--- src/rtl/prvex_pkg.sv ---
// prvex_pkg: shared constants, opcodes and transfer structs for the executor
`default_nettype none

package prvex_pkg;

  // storage sizes
  localparam int unsigned XLEN      = 32;
  localparam int unsigned REG_COUNT = 32;
  localparam int unsigned MEM_WORDS = 1024;
  localparam int unsigned SEG_WORDS = MEM_WORDS / 2;
  localparam int unsigned REG_AW    = $clog2(REG_COUNT);
  localparam int unsigned MEM_AW    = $clog2(MEM_WORDS);
  localparam int unsigned SEG_AW    = $clog2(SEG_WORDS);

  typedef logic [XLEN-1:0]   word_t;
  typedef logic [REG_AW-1:0] reg_idx_t;
  typedef logic [MEM_AW-1:0] mem_addr_t;
  typedef logic [SEG_AW-1:0] seg_idx_t;

  // pre-decoded operation codes
  typedef enum logic [3:0] {
    FN_ADD  = 4'd0,
    FN_SUB  = 4'd1,
    FN_MUL  = 4'd2,
    FN_ADDI = 4'd3,
    FN_MULI = 4'd4,
    FN_JAL  = 4'd5,
    FN_JALR = 4'd6,
    FN_BEQ  = 4'd7,
    FN_BNE  = 4'd8,
    FN_BLT  = 4'd9,
    FN_BGE  = 4'd10,
    FN_J    = 4'd11,
    FN_LW   = 4'd12,
    FN_SW   = 4'd13,
    FN_NOP  = 4'd14
  } func_t;

  // data memory port request
  typedef struct packed {
    logic      en;
    logic      we;
    mem_addr_t addr;
    word_t     wdata;
  } mem_req_t;

  // register file write
  typedef struct packed {
    logic     en;
    reg_idx_t idx;
    word_t    data;
  } rf_wr_t;

  // execute stage result
  typedef struct packed {
    word_t    npc;
    logic     wb_valid;
    reg_idx_t wb_index;
    word_t    wb_value;
    logic     is_load;
    logic     mem_fault;
  } exec_res_t;

  // finished result as presented on the output
  typedef struct packed {
    word_t    next_pc;
    logic     wb_valid;
    reg_idx_t wb_index;
    word_t    wb_value;
    logic     mem_fault;
  } result_t;

endpackage

`default_nettype wire

--- src/rtl/prvex_regfile.sv ---
// prvex_regfile: 32-entry register file, two registered reads, one write
`default_nettype none

module prvex_regfile (
  input  logic               clk,
  input  logic               rst,
  input  logic               rd_en,
  input  prvex_pkg::reg_idx_t rd_idx_x,
  input  prvex_pkg::reg_idx_t rd_idx_y,
  input  prvex_pkg::rf_wr_t  wr,
  output prvex_pkg::word_t   rd_data_x,
  output prvex_pkg::word_t   rd_data_y
);
  import prvex_pkg::*;

  word_t                regs [REG_COUNT];
  logic [REG_COUNT-1:0] vld;
  word_t                q_x;
  word_t                q_y;
  logic                 qv_x;
  logic                 qv_y;

  // per-entry written flags, an unwritten entry reads as zero
  always_ff @(posedge clk) begin
    if (rst) begin
      vld <= '0;
    end else if (wr.en) begin
      vld[wr.idx] <= 1'b1;
    end
  end

  // storage write
  always_ff @(posedge clk) begin
    if (wr.en) begin
      regs[wr.idx] <= wr.data;
    end
  end

  // registered reads
  always_ff @(posedge clk) begin
    if (rd_en) begin
      q_x <= regs[rd_idx_x];
      q_y <= regs[rd_idx_y];
    end
  end

  always_ff @(posedge clk) begin
    if (rst) begin
      qv_x <= 1'b0;
      qv_y <= 1'b0;
    end else if (rd_en) begin
      qv_x <= vld[rd_idx_x];
      qv_y <= vld[rd_idx_y];
    end
  end

  assign rd_data_x = qv_x ? q_x : '0;
  assign rd_data_y = qv_y ? q_y : '0;

endmodule

`default_nettype wire

--- config.mk ---
export PLATFORM = sky130hd
export DESIGN_NAME = prvex_regfile
export DESIGN_NICKNAME = d
export VERILOG_FILES = /design/src/rtl/prvex_pkg.sv /design/src/rtl/prvex_regfile.sv
export SDC_FILE = /design/constraint.sdc
export NUM_CORES = 1
export LEC_CHECK = 0
export BUFFER_PORTS_ARGS = -buffer_cell sky130_fd_sc_hd__buf_4
export CORE_MARGIN = 3
export CORE_UTILIZATION = 50
export CTS_CLUSTER_SIZE = 28
export DETAILED_ROUTE_END_ITERATION = 8
export PLACE_DENSITY = 0.66
export SYNTH_ARGS = -nofsm -noshare
export SYNTH_HDL_FRONTEND = slang
export SYNTH_SLANG_ARGS = --single-unit
--- constraint.sdc ---
create_clock -name clk -period 7.2 [get_ports clk]
set_input_delay 0.72 -clock clk [delete_from_list [all_inputs] [get_ports clk]]
set_output_delay 0.72 -clock clk [all_outputs]
set_load 0.01 [all_outputs]
Word-level counts from Yosys, hierarchy flattened
Memory sizes are Yosys's and may differ from the RTL's. A register that Yosys moved wholly into a read port is not among the register bits.
Cells that the tools add are included.

word-level totals
  memory bits (read-only) = 0
  memories kept = 1
  output and inout port bits = 64
  flip-flop bits (word level) = 34
  latch bits = 0
  memory bits (writable) = 1,024
  bits of input ports = 51

operators by class
  reduce and logical (&&, ||, !) cells = 1
  shift operators = 0
  magnitude comparators = 4
  multiply operators = 0
  bitwise logic cells = 1
  add/sub/neg operators = 0
  multiplexer cells = 10
  divide/modulo/power cells = 0
  equal/unequal tests = 0

memories
  name  words  bits a word  read ports  clocked after Yosys merged registers in  wr ports  line                 text
  regs  32     32           2           2                                        1         prvex_regfile.sv:16  word_t regs [REG_COUNT];

operator list
  operator              count
  $mux W32              2
  $or A32 B32 Y32       1
  $lt A5 B6 Y1 const B  3
  $bmux W1 S5           2
  $demux W1 S5          1
  $ge A5 B1 Y1 const B  1
  $mux W1               5
  $logic_and A1 B1 Y1   1

Depth between registers and ports, before layout
Gate-level depths: netlist of run 1.

  depth after elaboration = 5
  gate-level depth with buffers = 9

Worst setup path before layout of run 1
OpenSTA, ideal clock, no wires.

  path type = input port to flip-flop
  start point = input port wr[32] in the netlist's numbering
  end point = memory regs[12][0] in the netlist's numbering, enable pin
  arrival = 2.763 ns
  setup slack = 4.014 ns
  stages on the path = 3
  path through = or3b_2 > clkbuf_1 > nor2_1

RTL lines
  element      line                 text
  from (decl)  prvex_regfile.sv:10  input prvex_pkg::rf_wr_t wr,
  to (decl)    prvex_regfile.sv:16

No word-level cell before the write port.

==> results.json, run 1 <==
{
  "placed_cell_area_sq_mm": 0.0532,
  "synth_area_leader_cell": "edfxtp_1",
  "yosysUniqueCellTypes": 26,
  "min_period_over_period": 0.434,
  "r2r_cells": 3,
  "synthCells": 2248,
  "cts.sinks": 1122,
  "core_sq_mm": 0.100,
  "drt_iter0_drc": 3879,
  "status": "finished, final reports clean",
  "post-synth-top-count-cell": "edfxtp_1",
  "crit_path_max_incr_delay_ns": 0.67,
  "drv_slew": 0,
  "insertion_delay_ns": 0.70,
  "cts_repair_resize_count": 0,
  "root_buffer": "clkbuf_16",
  "worstPathRequired_ns": 7.63,
  "yosys_warnings": 0,
  "critPathLaunchType": "input port",
  "grt_max_degree": 129,
  "die-area_sq_mm": 0.105,
  "fin_skew_ns": 0.0218,
  "synth_nets": 2299,
  "start_util": 0.505,
  "reg2reg_slack_ns": 5.18,
  "globalRouteOverflowTotal": 0,
  "fp-row-count": 116,
  "cp_max_fo": 91,
  "fin_hold_ws_ns": 0.422,
  "arrival_ns": 3.56,
  "synth-async-reset-ratio": 0,
  "io-pin-count": 115,
  "clock.fmax_ghz": 0.320,
  "die_h_um": 325,
  "gp_congestion": 0.748,
  "worstPathCellList": "buf_8 -> buf_12 -> mux4_2 -> mux4_2 -> mux2_2",
  "postCtsHoldBufs": 0,
  "yosysTopAreaCellShare": 0.644,
  "crit_type": "in2reg",
  "slew_headroom": 0.198,
  "hold_viol": 0,
  "cts_tree": "built",
  "synth_top_flop_cell": "edfxtp_1",
  "syn_area_per_cell_sq_um": 22.6,
  "die_x_um": 325,
  "grt_pass1_wl_um": 202000,
  "r2r-end": "q_x[3]$_DFFE_PP_",
  "cts_max_level": 3,
  "synth_common_cells": "edfxtp_1 (1088), mux4_2 (640), nor2_1 (101)",
  "cts.clk_slew.worst_paths_ns": 0.06,
  "ys_ff_latch": 1122,
  "powerDensity_mw_per_mm2": 252,
  "wl_per_cell_um": 36.9,
  "port_buffers": 114,
  "period_minus_slack_ns": 3.12,
  "tns_ns": 0,
  "fillers": 7370,
  "hp-start": "wr[17]",
  "seq_area_frac_synth": 0.657,
  "clock_path_buffers": 3,
  "synth_edf_count": 1088,
  "timing.final.setup_violations": 0,
  "post_cts_buffers": 0,
  "areaGrowthSynthToFinish_pct": 12.3,
  "numCtsBuffers": 116,
  "final_area_sq_mm": 0.0570,
  "hp-class": "in2reg",
  "vias": 26266,
  "antenna_found_initial": 14,
  "max-cap-violations": 0,
  "grt.total_usage": 0.272,
  "synth_area_sq_mm": 0.0508,
  "final_cells": 3830,
  "holdPathStages": 1,
  "grt_pass1_vias": 27958,
  "routed_wl_um": 141000,
  "crit_top_cell": "mux4_2",
  "drive_gt1_frac": 0.432,
  "crit_path_top_delay_cell": "buf_12",
  "hold_end": "regs[27][17]$_DFFE_PP_",
  "vdd_drop_max_mv": 0.258,
  "drc": 0,
  "nNetsFinal": 2413,
  "avgViaCountPerCell": 6.86,
  "ys_top_cells_by_area": "edfxtp_1 (64%), mux4_2 (28%), mux2_2 (1.4%), dfxtp_1 (1.3%), and2_1 (0.81%)",
  "dr.pass1.iters": 6,
  "worstSetupEndpointType": "flip-flop",
  "tightestPinTransition_ns": 1.20,
  "r2r-start": "regs[31][3]$_DFFE_PP_",
  "rsz0062_at_grt": "false",
  "hpwl_um": 71200,
  "place_inst": 3601,
  "p_leak_nw": 17.7,
  "antenna_left": 0
}
## sequential cells by signal (all words and copies together) (netlist names)
signal,cells
q_y,32
qv_x,1
qv_y,1
q_x,32
regs,1024
vld,32
## kinds of logic after synthesis
group                  after synthesis  synth area share
flip-flops                        1122             0.657
multiplexers                       736             0.305
AND/OR/NAND/NOR                    206            0.0200
buffers and inverters              166            0.0159
AO/OA/AOI/OAI                       18           0.00244
## cell usage in the layout, fill, tap and decap left out, drive strengths merged, types with 2 or more instances in the layout
cell	netlist	final
edfxtp	1088	1088
mux4	640	640
buf	91	162
clkbuf	75	156
nor2	101	101
and2	66	66
mux2	64	64
clkinv	0	42
dfxtp	34	34
mux2i	32	32
nand2	11	11
bufinv	0	11
diode	0	9
nand3	9	9
a22oi	7	7
clkinvlp	0	7
a21oi	6	6
nand3b	5	5
nor2b	4	4
inv	0	4
or3b	3	3
nand2b	3	3
a211oi	2	2
and3	2	2
a311oi	2	2
## worst max-delay path, delay by kind of cell
family | cells | cell delay [ns]
multiplexers | 3 | 1.38
buffers and inverters | 2 | 1.19
## layout make-up
class	instances	area, sq um	area share
diodes	9	22.5	0.000395
clock buffers	156	3120	0.0547
clock inverters	64	612	0.0107
multi-input cells	960	16800	0.295
flip-flops and latches	1122	33400	0.585
well taps	1357	1700	0.0298
repair buffers	162	1340	0.0235
## routing by layer
layer,track usage,share of wire
met2,0.437,0.49
met5,0,0.000064
met4,0.0759,0.027
met3,0.0694,0.11
met1,0.375,0.37
## through the flow
step	total power, mW	setup slack (ns)	utilization
global route	14.8	3.90	0.567
CTS	14.5	4.07	0.567
finish	14.4	4.08	0.567
detailed placement	8.59	3.33	0.530
floorplan	8.18	4.01	-
global placement	8.57	3.36	0.530
## worst max-delay path by stage
stage	endpoint	slack, ns	start
5_1_grt	q_x[27]$_DFFE_PP_	3.90	rd_idx_x[0]
6_report	q_x[27]$_DFFE_PP_	4.08	rd_idx_x[0]
2_1_floorplan	regs[12][0]$_DFFE_PP_	4.01	wr[32]
4_1_cts	q_x[27]$_DFFE_PP_	4.07	rd_idx_x[0]
3_5_place_dp	q_x[27]$_DFFE_PP_	3.33	rd_idx_x[0]
3_3_place_gp	q_x[29]$_DFFE_PP_	3.36	rd_idx_x[0]
## report_power, final
group | switching, mW | internal (mW)
Sequential | 0.0765 | 7.29
Combinational | 0.558 | 0.528
Clock | 2.50 | 3.42
Total | 3.13 | 11.2
Power figures use the tool's default switching activity.
==> inputs of run 2 (changes only) <==
==> constraint.sdc (replaced) <==
create_clock -name clk -period 3.1 [get_ports clk]
set_input_delay 0.31 -clock clk [delete_from_list [all_inputs] [get_ports clk]]
set_output_delay 0.31 -clock clk [all_outputs]
set_load 0.01 [all_outputs]
==> results.json, run 2 (same netlist as run 1, synthesis figures left out) <==
{
  "reg2reg_slack_ns": 1.08,
  "numCtsBuffers": 115,
  "worstPathCellList": "and2_1 -> buf_4",
  "p_sw_mw": 7.33,
  "fillers": 7233,
  "drt_iter0_drc": 3335,
  "worstPathRequired_ns": 2.79,
  "powerDensity_mw_per_mm2": 575,
  "insertion_delay_ns": 0.71,
  "status": "finished, final reports clean",
  "core_sq_mm": 0.100,
  "seqCellArea_sq_mm": 0.0334,
  "combPwrFrac": 0.080,
  "tns_ns": 0,
  "nNetsFinal": 2524,
  "dr.pass1.iters": 5,
  "p_leak_nw": 18.6,
  "hold_viol": 0,
  "die-area_sq_mm": 0.105,
  "switching_share": 0.217,
  "mostFrequentLayoutCells": "edfxtp_1 (1088), mux4_2 (640), buf_4 (167), clkbuf_16 (121)",
  "seqPwrFrac": 0.506,
  "tightestPinTransition_ns": 1.01,
  "crit_path_top_delay_cell": "dfxtp_2",
  "crit_type": "reg2out",
  "root_buffer": "clkbuf_16",
  "die_h_um": 325,
  "grt_pass1_vias": 28019,
  "areaGrowthSynthToFinish_pct": 15.9,
  "gp_congestion": 0.805,
  "crit_path_max_incr_delay_ns": 0.98,
  "grt.total_usage": 0.271,
  "start_util": 0.505,
  "multiInputGateArea_sq_mm": 0.0168,
  "antenna_found_initial": 14,
  "rsz0062_at_grt": "false",
  "worstSetupEndpointType": "output pin",
  "slew_headroom": 0.329,
  "grt_pass1_wl_um": 202000,
  "critPathLaunchType": "flip-flop",
  "fin_hold_ws_ns": 0.0377,
  "clock.fmax_ghz": 0.403,
  "drc": 0,
  "hpwl_um": 77000,
  "clkPwrFrac": 0.414,
  "arrival_ns": 2.17,
  "vias": 26635,
  "cts_repair_resize_count": 0,
  "io-pin-count": 115,
  "cp_max_fo": 33,
  "drive_gt1_frac": 0.452,
  "top_register": "regs",
  "timing.final.setup_violations": 0,
  "final_common_cell": "edfxtp_1",
  "routed_wl_um": 141000,
  "wl_per_cell_um": 35.9,
  "min_period_over_period": 0.800,
  "antenna_left": 0,
  "port_buffers": 114,
  "max-cap-violations": 0,
  "hp-class": "in2reg",
  "globalRouteOverflowTotal": 0,
  "worst_slack_ns": 0.621,
  "cts.sinks": 1122,
  "clock_path_buffers": 3,
  "vdd_drop_max_mv": 0.495,
  "period_minus_slack_ns": 2.48,
  "fp-row-count": 116,
  "pre_cts_ws_ns": 0.426,
  "largest_reg_flops": 1024,
  "grt_max_degree": 60,
  "fin_skew_ns": 0.0356,
  "avgViaCountPerCell": 6.78,
  "cts_tree": "built",
  "cts_max_level": 3,
  "p_int_mw": 26.5,
  "drv_slew": 0,
  "cts.clk_slew.worst_paths_ns": 0.06,
  "die_x_um": 325,
  "post_cts_buffers": 0
}
## run 2: worst max-delay path, delay by kind of cell, from the launching register on
kind	cells	cell delay, ns
and+or+nand+nor	1	0.31
DFF	1	0.98
buffers and inverters	1	0.15
## run 2: final cells by class
class / instances / share of cell area
clock buffer: 150 / 0.0559
tap: 1357 / 0.0289
clock inverter: 67 / 0.0100
sequential: 1122 / 0.567
timing repair buffer: 274 / 0.0517
multi-input combinational: 960 / 0.286
antenna: 1 / 0.0000426
## run 2: path summary, 6_finish.rpt
check,from,to,depth (start not counted)
worst min-delay path,wr[10],regs[20][10]$_DFFE_PP_,1
worst max-delay path,qv_x$_SDFFE_PP0P_,rd_data_x[20],2
worst max register to register,regs[31][14]$_DFFE_PP_,q_x[14]$_DFFE_PP_,3
worst min register to register,vld[10]$_SDFFE_PP0P_,vld[10]$_SDFFE_PP0P_,2
## run 2: power by group through the flow
stage          registers, mW  clock network [mW]  logic [mW]
2_1_floorplan           17.3                   0        1.69
5_1_grt                 17.1                14.9        2.86
3_3_place_gp            17.4                   0        2.63
6_report                17.1                14.0        2.70
3_5_place_dp            17.4                   0        2.68
4_1_cts                 17.1                14.2        2.73
## run 2: what timing repair did
item / in CTS / in global routing
endpoints found under the setup margin: 0 / 0
hold buffers: 32 / 0
endpoints found under the hold margin: 878 / 0
## run 2: stage by stage
step	total power [mW]	utilization	cell area, sq um	std cells
global route	34.8	0.585	58800	3930
global placement	20.0	0.544	54600	3681
floorplan	19.0	-	50800	2248
detailed placement	20.1	0.544	54600	3681
CTS	34.1	0.585	58800	3930
finish	33.8	0.585	58800	3931
## run 2: layer usage
layer  global-route usage  share of wire  vias up
li1                     -              -    10353
met1                0.370           0.37    14439
met2                0.439           0.49     1526
met3               0.0593          0.096      309
met4               0.0899          0.036        8
met5                    0        0.00038        -
==> inputs of run 3 (changes only) <==
==> constraint.sdc (replaced) <==
create_clock -name clk -period 2.3 [get_ports clk]
set_input_delay 0.23 -clock clk [delete_from_list [all_inputs] [get_ports clk]]
set_output_delay 0.23 -clock clk [all_outputs]
set_load 0.01 [all_outputs]
==> results.json, run 3 (same netlist as run 1, synthesis figures left out) <==
{
  "top_register": "regs",
  "cts_tree": "built",
  "root_buffer": "clkbuf_16",
  "vias": 27383,
  "fp-row-count": 116,
  "wl_per_cell_um": 35.6,
  "die_h_um": 325,
  "hpwl_um": 86700,
  "antenna_found_initial": 4,
  "fin_skew_ns": 0.0165,
  "timing.final.setup_violations": 0,
  "dr.pass1.iters": 5,
  "grt_pass1_vias": 28214,
  "drive_gt1_frac": 0.468,
  "avgViaCountPerCell": 6.79,
  "worst_slack_ns": 0.188,
  "holdPathStages": 1,
  "globalRouteOverflowTotal": 0,
  "powerDensity_mw_per_mm2": 757,
  "core_sq_mm": 0.100,
  "period_minus_slack_ns": 2.11,
  "areaGrowthSynthToFinish_pct": 18.3,
  "post-route-util": 0.598,
  "hold_end": "q_y[19]$_DFFE_PP_",
  "pre_cts_ws_ns": -0.134,
  "hold_viol": 0,
  "r2r_cells": 3,
  "cp_max_fo": 15,
  "nNetsFinal": 2627,
  "port_buffers": 114,
  "hp-start": "rd_en",
  "drv_slew": 0,
  "critPathLaunchType": "flip-flop",
  "cts.sinks": 1122,
  "rsz0062_at_grt": "false",
  "gp_congestion": 0.828,
  "max-cap-violations": 0,
  "tns_ns": 0,
  "clock.fmax_ghz": 0.474,
  "mostFrequentLayoutCells": "edfxtp_1 (1088), mux4_2 (640), buf_4 (226), clkbuf_16 (118), buf_12 (113)",
  "grt_max_degree": 48,
  "hp-class": "in2reg",
  "min_period_over_period": 0.918,
  "placed_cell_area_sq_mm": 0.0559,
  "crit_type": "reg2out",
  "die_x_um": 325,
  "grt.total_usage": 0.275,
  "slew_headroom": 0.422,
  "die-area_sq_mm": 0.105,
  "r2r-end": "q_y[19]$_DFFE_PP_",
  "insertion_delay_ns": 0.69,
  "vdd_drop_max_mv": 0.656,
  "total_power_mw": 45.4,
  "drt_iter0_drc": 3316,
  "final_area_sq_mm": 0.0600,
  "status": "finished, final reports clean",
  "io-pin-count": 115,
  "routed_wl_um": 144000,
  "p_leak_nw": 19.2,
  "antenna_left": 0,
  "largest_reg_flops": 1024,
  "cts_max_level": 3,
  "clock_path_buffers": 3,
  "reg2reg_slack_ns": 0.29,
  "final_common_cell": "edfxtp_1",
  "start_util": 0.505,
  "worstPathRequired_ns": 2.07,
  "worstSetupEndpointType": "output pin",
  "drc": 0,
  "grt_pass1_wl_um": 207000,
  "tightestPinTransition_ns": 0.867,
  "arrival_ns": 1.88,
  "cts.clk_slew.worst_paths_ns": 0.06,
  "numCtsBuffers": 114,
  "r2r-start": "regs[19][19]$_DFFE_PP_"
}
## run 3: critical path, stage by stage, from the launching register on
cell	delay [ns]
dfxtp_4	0.60
buf_4	0.28
and2_1	0.17
buf_4	0.13
## run 3: cell type report
| class | instances | area (sq um) |
|---|---|---|
| fillers | 7009 | 40400 |
| clock inverters | 69 | 678 |
| diodes | 6 | 15.0 |
| well taps | 1357 | 1700 |
| flip-flops and latches | 1122 | 33400 |
| repair buffers | 378 | 4370 |
| multi-input cells | 960 | 16800 |
| clock buffers | 142 | 3060 |
## run 3: per-stage QoR
step	hold WS, ns	cells
2_1_floorplan	0.329	2248
3_3_place_gp	0.476	3784
3_5_place_dp	0.490	3784
4_1_cts	0.0546	4028
5_1_grt	0.0675	4029
6_report	0.0775	4034
## run 3: timing repair
item,CTS,global route
hold buffers,33,0
setup buffers,0,0
resized for setup,1,0
endpoints found under the setup margin,20,0
endpoints found under the hold margin,1058,0
## run 3: routing by layer
metal  wire length (um)  global-route usage
met5                  0                   0
met4               4940              0.0930
met3              11800              0.0438
met2              73400               0.463
met1              53400               0.372
## run 3: how the worst max path moves through the flow
| stage | cells past startpoint | slack, ns | startpoint | endpoint |
|---|---|---|---|---|
| after global placement | 5 | -0.13 | rd_idx_x[0] | q_x[24]$_DFFE_PP_ |
| after global routing | 3 | 0.14 | qv_x$_SDFFE_PP0P_ | rd_data_x[20] |
| final | 3 | 0.19 | qv_x$_SDFFE_PP0P_ | rd_data_x[20] |
| after floorplan | 3 | -0.40 | wr[32] | regs[12][0]$_DFFE_PP_ |
| after CTS | 3 | 0.16 | qv_x$_SDFFE_PP0P_ | rd_data_x[20] |
| after detailed placement | 5 | -0.13 | rd_idx_x[0] | q_x[24]$_DFFE_PP_ |
## run 3: report_power, final
group | total (mW) | internal (mW) | switching, mW
logic | 3.89 | 2.02 | 1.87
clock network | 18.5 | 10.8 | 7.76
registers | 23.0 | 22.8 | 0.183
